`config.mk`:
```
export PLATFORM = sky130hd
export DESIGN_NAME = sliding_window_average
export DESIGN_NICKNAME = d
export VERILOG_FILES = /design/src/design/swa_pkg.sv /design/src/design/sliding_window_average.sv /design/src/design/swa_ram.sv /design/src/design/swa_front.sv /design/src/design/swa_fifo.sv /design/src/design/swa_back.sv
export SDC_FILE = /design/constraint.sdc
export NUM_CORES = 2
export LEC_CHECK = 0
export BUFFER_PORTS_ARGS = -buffer_cell sky130_fd_sc_hd__buf_4
export CAP_MARGIN = 5
export CELL_PAD_IN_SITES_DETAIL_PLACEMENT = 1
export CELL_PAD_IN_SITES_GLOBAL_PLACEMENT = 2
export CORE_MARGIN = 1.5
export CORE_UTILIZATION = 51
export DETAILED_ROUTE_END_ITERATION = 8
export GPL_TIMING_DRIVEN = 0
export PLACE_DENSITY = 0.91
export SETUP_SLACK_MARGIN = 0.4
export SLEW_MARGIN = 20
export SYNTH_ARGS = -nofsm -noshare
export SYNTH_HDL_FRONTEND = slang
export SYNTH_SLANG_ARGS = --single-unit
export TNS_END_PERCENT = 1
```
`constraint.sdc`:
```
create_clock -name i_clk -period 14.4 [get_ports i_clk]
set_input_delay 2.88 -clock i_clk [delete_from_list [all_inputs] [get_ports i_clk]]
set_output_delay 2.88 -clock i_clk [all_outputs]
set_load 0.03 [all_outputs]
```
`src/design/swa_pkg.sv`:
```
// Shared constants and types for the sliding window average block.
// No dependencies; imported by every module of the block but swa_ram.

package swa_pkg;

    localparam int RING_DEPTH     = 64;
    localparam int SAMPLE_BITS    = 16;
    localparam int PTR_BITS       = $clog2(RING_DEPTH);
    localparam int FILL_BITS      = $clog2(RING_DEPTH + 1);
    localparam int SUM_BITS       = SAMPLE_BITS + PTR_BITS + 1;
    localparam int FRAC_BITS      = 8;
    localparam int AVG_BITS       = SAMPLE_BITS + FRAC_BITS;
    localparam int DIVD_BITS      = SUM_BITS + FRAC_BITS;
    localparam int WIN_BITS       = 7;
    localparam logic [WIN_BITS-1:0] WIN_RESET = 7'd4;

    localparam int DIV_RADIX_BITS = 4;
    localparam int DIV_STEPS      = AVG_BITS / DIV_RADIX_BITS;
    localparam int STEP_BITS      = $clog2(DIV_STEPS + 1);

    localparam int FIFO_DEPTH     = 2;
    localparam int FIFO_PTR_BITS  = $clog2(FIFO_DEPTH);
    localparam int FIFO_CNT_BITS  = $clog2(FIFO_DEPTH + 1);

    localparam int OUT_DATA_BITS  = ((AVG_BITS + FILL_BITS + 7) / 8) * 8;
    localparam int OUT_PAD_BITS   = OUT_DATA_BITS - AVG_BITS - FILL_BITS;

    typedef struct packed {
        logic signed [SUM_BITS-1:0] sum;
        logic [FILL_BITS-1:0]       fill;
    } t_avg_job;

endpackage

```
`src/design/sliding_window_average.sv`:
```
// Sliding window average top level: window size register, front end, job queue
// and divider back end. Depends on swa_pkg, swa_front, swa_fifo and swa_back.

// Each accepted sample gives one result: the mean of the last window_size samples
// (all samples since the last restart while fewer have arrived) in signed Q8,
// truncated toward zero, with the count that was averaged. A window size of zero
// acts as one and sizes above 64 act as 64; a smaller window takes full effect
// after a restart. The front end cannot take a new sample while one is in progress
// (it accepts, then makes the sum update once the ring read returns, and holds there
// while the job queue is full). The divider back end produces 4 quotient bits per
// cycle while dividing and takes the next job only once the last result has entered
// its output register. Write the window size only while no sample is in flight.

module sliding_window_average import swa_pkg::*; (
    input  logic                     i_clk,
    input  logic                     i_rst_n,
    input  logic                     i_cfg_we,
    input  logic [WIN_BITS-1:0]      i_cfg_wdata,
    input  logic                     s_axis_tvalid,
    output logic                     s_axis_tready,
    input  logic [SAMPLE_BITS-1:0]   s_axis_tdata,  // [15:0] sample
    input  logic                     s_axis_tuser,  // [0] restart
    output logic                     m_axis_tvalid,
    input  logic                     m_axis_tready,
    output logic [OUT_DATA_BITS-1:0] m_axis_tdata   // [23:0] average_q8, [30:24] fill_count
);

    logic [WIN_BITS-1:0]        r_win;
    logic                       push;
    t_avg_job                   push_job;
    logic                       full;
    logic                       pop;
    t_avg_job                   pop_job;
    logic                       empty;
    logic signed [AVG_BITS-1:0] average;
    logic [FILL_BITS-1:0]       fill;

    always_ff @(posedge i_clk) begin
        if (!i_rst_n) begin
            r_win <= WIN_RESET;
        end else if (i_cfg_we) begin
            r_win <= i_cfg_wdata;
        end
    end

    swa_front u_front (
        .i_clk     (i_clk),
        .i_rst_n   (i_rst_n),
        .i_win     (r_win),
        .i_valid   (s_axis_tvalid),
        .o_ready   (s_axis_tready),
        .i_sample  (s_axis_tdata),
        .i_restart (s_axis_tuser),
        .o_push    (push),
        .o_job     (push_job),
        .i_full    (full)
    );

    swa_fifo u_fifo (
        .i_clk   (i_clk),
        .i_rst_n (i_rst_n),
        .i_push  (push),
        .i_job   (push_job),
        .o_full  (full),
        .i_pop   (pop),
        .o_job   (pop_job),
        .o_empty (empty)
    );

    swa_back u_back (
        .i_clk     (i_clk),
        .i_rst_n   (i_rst_n),
        .i_empty   (empty),
        .o_pop     (pop),
        .i_job     (pop_job),
        .o_valid   (m_axis_tvalid),
        .i_ready   (m_axis_tready),
        .o_average (average),
        .o_fill    (fill)
    );

    assign m_axis_tdata = {{OUT_PAD_BITS{1'b0}}, fill, average};

endmodule

```
`src/design/swa_ram.sv`:
```
// Generic single write port, single read port RAM with registered read data.
// Read-first: a read and a write of the same address return the old entry.

module swa_ram #(
    parameter int WIDTH = 16,
    parameter int DEPTH = 64
) (
    input  logic                     i_clk,
    input  logic                     i_wr_en,
    input  logic [$clog2(DEPTH)-1:0] i_wr_addr,
    input  logic [WIDTH-1:0]         i_wr_data,
    input  logic                     i_rd_en,
    input  logic [$clog2(DEPTH)-1:0] i_rd_addr,
    output logic [WIDTH-1:0]         o_rd_data
);

    logic [WIDTH-1:0] r_mem [DEPTH];
    logic [WIDTH-1:0] r_rd_data;

    always_ff @(posedge i_clk) begin
        if (i_rd_en) begin
            r_rd_data <= r_mem[i_rd_addr];
        end
        if (i_wr_en) begin
            r_mem[i_wr_addr] <= i_wr_data;
        end
    end

    assign o_rd_data = r_rd_data;

endmodule

```
`src/design/swa_front.sv`:
```
// Front end: accepts samples, keeps the sample ring, running sum and fill level,
// and pushes one sum and count job per sample. Depends on swa_pkg and swa_ram.

module swa_front import swa_pkg::*; (
    input  logic                          i_clk,
    input  logic                          i_rst_n,
    input  logic [WIN_BITS-1:0]           i_win,
    input  logic                          i_valid,
    output logic                          o_ready,
    input  logic signed [SAMPLE_BITS-1:0] i_sample,
    input  logic                          i_restart,
    output logic                          o_push,
    output t_avg_job                      o_job,
    input  logic                          i_full
);

    typedef enum logic {
        ST_IDLE,
        ST_UPDATE
    } t_front_state;

    t_front_state                r_state;
    logic signed [SUM_BITS-1:0]  r_sum;
    logic [FILL_BITS-1:0]        r_fill;
    logic [PTR_BITS-1:0]         r_wp;
    logic [PTR_BITS-1:0]         r_optr;
    logic signed [SAMPLE_BITS-1:0] r_sample;

    logic                        accept;
    logic [PTR_BITS-1:0]         wr_addr;
    logic [PTR_BITS-1:0]         rd_addr;
    logic signed [SAMPLE_BITS-1:0] oldest;
    logic [FILL_BITS-1:0]        eff_win;
    logic signed [SUM_BITS-1:0]  sum_add;
    logic [FILL_BITS-1:0]        fill_add;
    logic                        drop;
    logic signed [SUM_BITS-1:0]  n_sum;
    logic [FILL_BITS-1:0]        n_fill;

    function automatic logic [PTR_BITS-1:0] next_ptr(input logic [PTR_BITS-1:0] p);
        if (p == PTR_BITS'(RING_DEPTH - 1)) begin
            return '0;
        end
        return p + 1'b1;
    endfunction

    assign o_ready = (r_state == ST_IDLE);
    assign accept  = i_valid && o_ready;
    assign wr_addr = i_restart ? '0 : r_wp;
    assign rd_addr = i_restart ? '0 : r_optr;

    swa_ram #(
        .WIDTH (SAMPLE_BITS),
        .DEPTH (RING_DEPTH)
    ) u_ring (
        .i_clk     (i_clk),
        .i_wr_en   (accept),
        .i_wr_addr (wr_addr),
        .i_wr_data (i_sample),
        .i_rd_en   (accept),
        .i_rd_addr (rd_addr),
        .o_rd_data (oldest)
    );

    always_comb begin
        if (i_win == '0) begin
            eff_win = FILL_BITS'(1);
        end else if ({1'b0, i_win} > (WIN_BITS + 1)'(RING_DEPTH)) begin
            eff_win = FILL_BITS'(RING_DEPTH);
        end else begin
            eff_win = FILL_BITS'(i_win);
        end
        sum_add  = r_sum + SUM_BITS'(r_sample);
        fill_add = r_fill + 1'b1;
        drop     = fill_add > eff_win;
        n_sum    = drop ? sum_add - SUM_BITS'(oldest) : sum_add;
        n_fill   = drop ? r_fill : fill_add;
    end

    assign o_push     = (r_state == ST_UPDATE) && !i_full;
    assign o_job.sum  = n_sum;
    assign o_job.fill = n_fill;

    always_ff @(posedge i_clk) begin
        if (!i_rst_n) begin
            r_state <= ST_IDLE;
            r_sum   <= '0;
            r_fill  <= '0;
            r_wp    <= '0;
            r_optr  <= '0;
        end else begin
            unique case (r_state)
                ST_IDLE: begin
                    if (accept) begin
                        r_sample <= i_sample;
                        r_wp     <= next_ptr(wr_addr);
                        r_state  <= ST_UPDATE;
                        if (i_restart) begin
                            r_sum  <= '0;
                            r_fill <= '0;
                            r_optr <= '0;
                        end
                    end
                end
                ST_UPDATE: begin
                    if (!i_full) begin
                        r_sum   <= n_sum;
                        r_fill  <= n_fill;
                        r_state <= ST_IDLE;
                        if (drop) begin
                            r_optr <= next_ptr(r_optr);
                        end
                    end
                end
                default: begin
                    r_state <= ST_IDLE;
                end
            endcase
        end
    end

    a_fill_bounded: assert property (@(posedge i_clk) disable iff (!i_rst_n)
        r_fill <= FILL_BITS'(RING_DEPTH))
        else $error("fill level above ring depth");

    a_restart_clears: assert property (@(posedge i_clk) disable iff (!i_rst_n)
        (accept && i_restart) |=> (r_fill == '0 && r_sum == '0 && r_optr == '0))
        else $error("restart did not clear the window state");

    a_push_count: assert property (@(posedge i_clk) disable iff (!i_rst_n)
        o_push |-> (o_job.fill != '0))
        else $error("job pushed with an empty window");

endmodule

```
`src/design/swa_fifo.sv`:
```
// Short job queue between the front end and the divider back end.
// Depends on swa_pkg for the job type and depth.

module swa_fifo import swa_pkg::*; (
    input  logic     i_clk,
    input  logic     i_rst_n,
    input  logic     i_push,
    input  t_avg_job i_job,
    output logic     o_full,
    input  logic     i_pop,
    output t_avg_job o_job,
    output logic     o_empty
);

    t_avg_job                 r_mem [FIFO_DEPTH];
    logic [FIFO_PTR_BITS-1:0] r_wr_ptr;
    logic [FIFO_PTR_BITS-1:0] r_rd_ptr;
    logic [FIFO_CNT_BITS-1:0] r_count;

    function automatic logic [FIFO_PTR_BITS-1:0] next_ptr(
        input logic [FIFO_PTR_BITS-1:0] p
    );
        if (p == FIFO_PTR_BITS'(FIFO_DEPTH - 1)) begin
            return '0;
        end
        return p + 1'b1;
    endfunction

    assign o_full  = (r_count == FIFO_CNT_BITS'(FIFO_DEPTH));
    assign o_empty = (r_count == '0);
    assign o_job   = r_mem[r_rd_ptr];

    always_ff @(posedge i_clk) begin
        if (i_push && !o_full) begin
            r_mem[r_wr_ptr] <= i_job;
        end
    end

    always_ff @(posedge i_clk) begin
        if (!i_rst_n) begin
            r_wr_ptr <= '0;
            r_rd_ptr <= '0;
            r_count  <= '0;
        end else begin
            if (i_push && !o_full) begin
                r_wr_ptr <= next_ptr(r_wr_ptr);
            end
            if (i_pop && !o_empty) begin
                r_rd_ptr <= next_ptr(r_rd_ptr);
            end
            case ({i_push && !o_full, i_pop && !o_empty})
                2'b10:   r_count <= r_count + 1'b1;
                2'b01:   r_count <= r_count - 1'b1;
                default: r_count <= r_count;
            endcase
        end
    end

endmodule

```
`src/design/swa_back.sv`:
```
// Back end: divides each queued sum, scaled by 256, by its count, four quotient
// bits per cycle, and holds the result in an output register. Depends on swa_pkg.

module swa_back import swa_pkg::*; (
    input  logic                       i_clk,
    input  logic                       i_rst_n,
    input  logic                       i_empty,
    output logic                       o_pop,
    input  t_avg_job                   i_job,
    output logic                       o_valid,
    input  logic                       i_ready,
    output logic signed [AVG_BITS-1:0] o_average,
    output logic [FILL_BITS-1:0]       o_fill
);

    typedef enum logic [1:0] {
        ST_IDLE,
        ST_DIV,
        ST_DONE
    } t_back_state;

    t_back_state                r_state;
    logic [FILL_BITS-1:0]       r_rem;
    logic [AVG_BITS-1:0]        r_work;
    logic [FILL_BITS-1:0]       r_div;
    logic                       r_neg;
    logic [STEP_BITS-1:0]       r_step;
    logic                       r_out_valid;
    logic signed [AVG_BITS-1:0] r_out_avg;
    logic [FILL_BITS-1:0]       r_out_fill;

    logic [SUM_BITS-1:0]        mag;
    logic [DIVD_BITS-1:0]       dividend;
    logic [FILL_BITS-1:0]       n_rem;
    logic [AVG_BITS-1:0]        n_work;
    logic                       load_out;

    assign o_pop    = (r_state == ST_IDLE) && !i_empty;
    assign load_out = (r_state == ST_DONE) && (!r_out_valid || i_ready);

    always_comb begin
        mag      = i_job.sum[SUM_BITS-1] ? SUM_BITS'(-i_job.sum) : SUM_BITS'(i_job.sum);
        dividend = {mag, {FRAC_BITS{1'b0}}};
    end

    always_comb begin
        logic [FILL_BITS:0]   v_trial;
        logic [FILL_BITS-1:0] v_rem;
        logic [AVG_BITS-1:0]  v_work;
        v_rem  = r_rem;
        v_work = r_work;
        for (int k = 0; k < DIV_RADIX_BITS; k++) begin
            v_trial = {v_rem, v_work[AVG_BITS-1]};
            v_work  = {v_work[AVG_BITS-2:0], 1'b0};
            if (v_trial >= {1'b0, r_div}) begin
                v_rem     = FILL_BITS'(v_trial - {1'b0, r_div});
                v_work[0] = 1'b1;
            end else begin
                v_rem = v_trial[FILL_BITS-1:0];
            end
        end
        n_rem  = v_rem;
        n_work = v_work;
    end

    always_ff @(posedge i_clk) begin
        if (!i_rst_n) begin
            r_state     <= ST_IDLE;
            r_step      <= '0;
            r_out_valid <= 1'b0;
        end else begin
            if (load_out) begin
                r_out_valid <= 1'b1;
                r_out_avg   <= r_neg ? AVG_BITS'(-r_work) : AVG_BITS'(r_work);
                r_out_fill  <= r_div;
            end else if (i_ready) begin
                r_out_valid <= 1'b0;
            end
            unique case (r_state)
                ST_IDLE: begin
                    if (!i_empty) begin
                        r_rem   <= FILL_BITS'(dividend[DIVD_BITS-1:AVG_BITS]);
                        r_work  <= dividend[AVG_BITS-1:0];
                        r_div   <= i_job.fill;
                        r_neg   <= i_job.sum[SUM_BITS-1];
                        r_step  <= '0;
                        r_state <= ST_DIV;
                    end
                end
                ST_DIV: begin
                    r_rem  <= n_rem;
                    r_work <= n_work;
                    r_step <= r_step + 1'b1;
                    if (r_step == STEP_BITS'(DIV_STEPS - 1)) begin
                        r_state <= ST_DONE;
                    end
                end
                ST_DONE: begin
                    if (load_out) begin
                        r_state <= ST_IDLE;
                    end
                end
                default: begin
                    r_state <= ST_IDLE;
                end
            endcase
        end
    end

    assign o_valid   = r_out_valid;
    assign o_average = r_out_avg;
    assign o_fill    = r_out_fill;

    a_div_nonzero: assert property (@(posedge i_clk) disable iff (!i_rst_n)
        (r_state == ST_DIV) |-> (r_div != '0 && r_rem < r_div))
        else $error("divider running with a bad divisor or remainder");

    a_no_overwrite: assert property (@(posedge i_clk) disable iff (!i_rst_n)
        (r_out_valid && !i_ready) |=> (r_out_valid && $stable(r_out_avg)))
        else $error("pending result overwritten");

endmodule

```
==> results_dict.tcl <==
set metrics [dict create \
    synth_area_um2 52900 \
    tritoncts "done" \
    yosysUniqueCellTypes 73 \
    edff_count_synth 1186 \
    routabilityCongestion 1.03 \
    cts.clk_slew.worst_paths_ns 0.06 \
    worst_hold_path.num_cells 0 \
    tns_ns 0 \
    cts.hold.buffers_added 0 \
    hold_viol_final 0 \
    maxSlewViolCount 0 \
    global_route.usage.total 0.297 \
    synthFlopType "sky130_fd_sc_hd__edfxtp_1" \
    detail_route.vias_per_cell 6.50 \
    core.rowCount 117 \
    fp.coreArea_um2 102000 \
    insertedDiodeCount 0 \
    synthesis.area_per_instance_um2 16.2 \
    clock-root-buffer "sky130_fd_sc_hd__clkbuf_16" \
    finalNetCount 3647 \
    tritoncts_num_sinks 1247 \
    maximum_number_of_pins_on_one_net_before_global_route_repair 66 \
    final_cell_area_um2 60200 \
    number_of_register_bits_inferred_by_synthesis 1247 \
    routed_wirelength_um 157000 \
    max_cap_violations 0 \
    timing.critical_path.mode_cell "sky130_fd_sc_hd__a21oi_1" \
    worstPathBufferInverterCount 4 \
    synth_async_sr_flop_share 0 \
    timing.critical_path.slowest_cell_delay_ns 0.56 \
    ant_nets 0 \
    mappedNetlistNets 3394 \
    cp_data_required_time_ns 14.87 \
    drc 0 \
    cts-resized-gates 0 \
    i_o_pin_count 63 \
    leakagePower_nw 19.8 \
    clk_latency_ns 0.75 \
    average_wire_per_cell_in_the_routed_design_um 31.4 \
    worstSetupPathDepth 35 \
    die_w_um 325 \
    starting_utilization_of_the_core_area 0.517 \
    critical-path-slowest-cell "sky130_fd_sc_hd__edfxtp_1" \
    setup_ws_ns 5.03 \
    pre_cts_slack_ns 5.01 \
    critPathTopFamily "compound AO/OA/AOI/OAI gates" \
    gr-total-overflow 0 \
    areaGrowthSynthToFinish_pct 13.7 \
    grt_pass1_vias 33600 \
    peakVddDrop_v 0.000339 \
    critPathMaxFanout 10 \
    relSlewSlack 0.169 \
    yosys_warnings 0 \
    drt_first_iter_violations 3866 \
    final.period_utilization 0.650 \
    min_path_type "reg -> reg" \
    drtPass1Iterations 6 \
    ff_to_ff_path_depth 35 \
    final-setup-viol-count 0 \
    grt_pass1_wl_um 229000 \
    fmaxAchievable_mhz 107 \
    grt_setup_unrepaired "no" \
    total_die_area_um2 106000 \
    cts.htree.levels 4 \
    clockBufferDepth 3 \
    port-buffer-count 60 \
    power_density_nw_per_um2 177 \
    die-height_um 325 \
    num_cts_buffers 130 \
    setup.worst_path.start_class "flip-flop" \
    synth_sequential_area_ratio 0.696 \
    slew_at_the_pin_closest_to_its_max_slew_limit_ns 1.24 \
    layout-drive-gt1-share 0.172 \
    type_of_element_capturing_the_critical_path "flip-flop" \
    post-dp-hpwl_um 102000 \
    final.setup_skew_ns 0.0291 \
    crit_type "reg -> reg" \
    cp_data_arrival_time_ns 9.83 \
    post_synth_inst_count 3272 \
    final.fill_count 9301 \
    antenna_found_initial 4 \
    post-layout-total-power_mw 10.6 \
    via_count 32500 \
    post_cts_buffers 0 \
    layout_min_cycle_time_ns 9.37 \
    total_cell_area_at_the_placement_stage_um2 56000 \
    result_of_the_run "finished, final reports clean" \
]
==> registers in the layout, indices dropped and copies added, names as in the netlist, named ones only <==
name,cells
u_back.r_div,7
u_back.o_average,24
u_back.r_neg,1
u_front.u_ring.r_mem,1024
u_front.r_state,1
u_front.r_sample,16
u_front.r_optr,6
u_fifo.r_count,2
u_front.r_wp,6
u_back.r_step,3
r_win,7
u_fifo.r_mem,60
u_back.r_rem,7
u_back.r_state,2
u_back.r_work,24
u_fifo.r_rd_ptr,1
u_back.o_fill,7
u_front.r_sum,23
u_fifo.r_wr_ptr,1
u_front.r_fill,7
u_front.u_ring.o_rd_data,16
u_back.o_valid,1
==> final cells by class <==
class | instances | area, µm² | share of cell area
tap | 1368 | 1710 | 0.0285
buffer | 170 | 679 | 0.0113
clock buffer | 164 | 3430 | 0.0571
multi-input combinational | 1794 | 15400 | 0.255
sequential | 1247 | 36800 | 0.612
timing repair buffer | 121 | 1190 | 0.0197
clock inverter | 73 | 714 | 0.0119
inverter | 61 | 229 | 0.00381
==> Yosys cell counts, drive strengths merged (69+ instances only) <==
library cell / n / share of area
ha: 87 / 0.021
mux4: 192 / 0.082
mux2i: 161 / 0.030
a22oi: 91 / 0.013
o21ai: 294 / 0.028
clkbuf: 126 / 0.0089
nor2: 133 / 0.0094
xnor2: 69 / 0.011
edfxtp: 1186 / 0.67
a21oi: 192 / 0.018
nand2: 114 / 0.0081
==> metrics by stage <==
stage / hold slack [ns] / utilization / instances
detailed placement: 0.457 / 0.547 / 4761
global route: 0.487 / 0.588 / 4998
CTS: 0.471 / 0.588 / 4998
floorplan: 0.426 / - / 3272
global placement: 0.463 / 0.538 / 4700
finish: 0.466 / 0.588 / 4998
==> per-layer routing <==
| layer | vias up | GRT usage | share of wire |
|---|---|---|---|
| li1 | 13500 | - | - |
| met1 | 16600 | 0.379 | 0.37 |
| met2 | 1990 | 0.496 | 0.49 |
| met3 | 434 | 0.0532 | 0.084 |
| met4 | 4 | 0.138 | 0.050 |
| met5 | - | 0 | 0.00017 |
==> where the power goes <==
group	internal [mW]	switching (mW)
Clock	1.90	1.44
Sequential	4.15	0.0907
Combinational	1.27	1.78
==> path summary, 6_finish.rpt <==
| path | slack (ns) | end | startpoint |
|---|---|---|---|
| setup / recovery | 5.03 | u_back.r_rem[5] | u_back.r_div[1] |
| hold / removal | 0.47 | u_back.o_fill[4] | u_back.r_div[4] |
| setup reg to reg | 5.03 | u_back.r_rem[5] | u_back.r_div[1] |
| hold reg to reg | 0.47 | u_back.o_fill[4] | u_back.r_div[4] |
==> layout by cell type (no fill, tap or decap), types with 33 or more instances in the layout <==
cell type / Yosys / layout
sky130_fd_sc_hd__xnor2_1: 69 / 69
sky130_fd_sc_hd__o211ai_1: 51 / 51
sky130_fd_sc_hd__a21oi_1: 191 / 191
sky130_fd_sc_hd__dfxtp_1: 61 / 61
sky130_fd_sc_hd__buf_4: 1 / 69
sky130_fd_sc_hd__xor2_1: 40 / 40
sky130_fd_sc_hd__edfxtp_1: 1186 / 1186
sky130_fd_sc_hd__nor2_1: 133 / 75
sky130_fd_sc_hd__nor2b_1: 49 / 49
sky130_fd_sc_hd__ha_1: 87 / 87
sky130_fd_sc_hd__o21ai_0: 286 / 286
sky130_fd_sc_hd__a22oi_1: 90 / 90
sky130_fd_sc_hd__nand2b_1: 33 / 33
sky130_fd_sc_hd__mux4_2: 192 / 192
sky130_fd_sc_hd__nor2_2: 0 / 57
sky130_fd_sc_hd__clkbuf_16: 0 / 132
sky130_fd_sc_hd__nand2_1: 114 / 114
sky130_fd_sc_hd__clkbuf_1: 126 / 154
sky130_fd_sc_hd__mux2i_1: 161 / 161
sky130_fd_sc_hd__inv_1: 61 / 61
==> kinds of logic (layout without fill, tap and decap cells) <==
family / Yosys count / in the layout / share of synthesized area
AOI/OAI and AO/OA: 755 / 755 / 0.0864
xor gates and xnor gates: 109 / 109 / 0.0180
adders and majority gates: 93 / 93 / 0.0228
buffers and inverters: 231 / 589 / 0.0171
DFF: 1247 / 1247 / 0.696
muxes: 377 / 377 / 0.117
other: 1 / 1 / 0.0000709
and+or+nand+nor: 459 / 459 / 0.0421
Power figures use the tool's default switching activity.
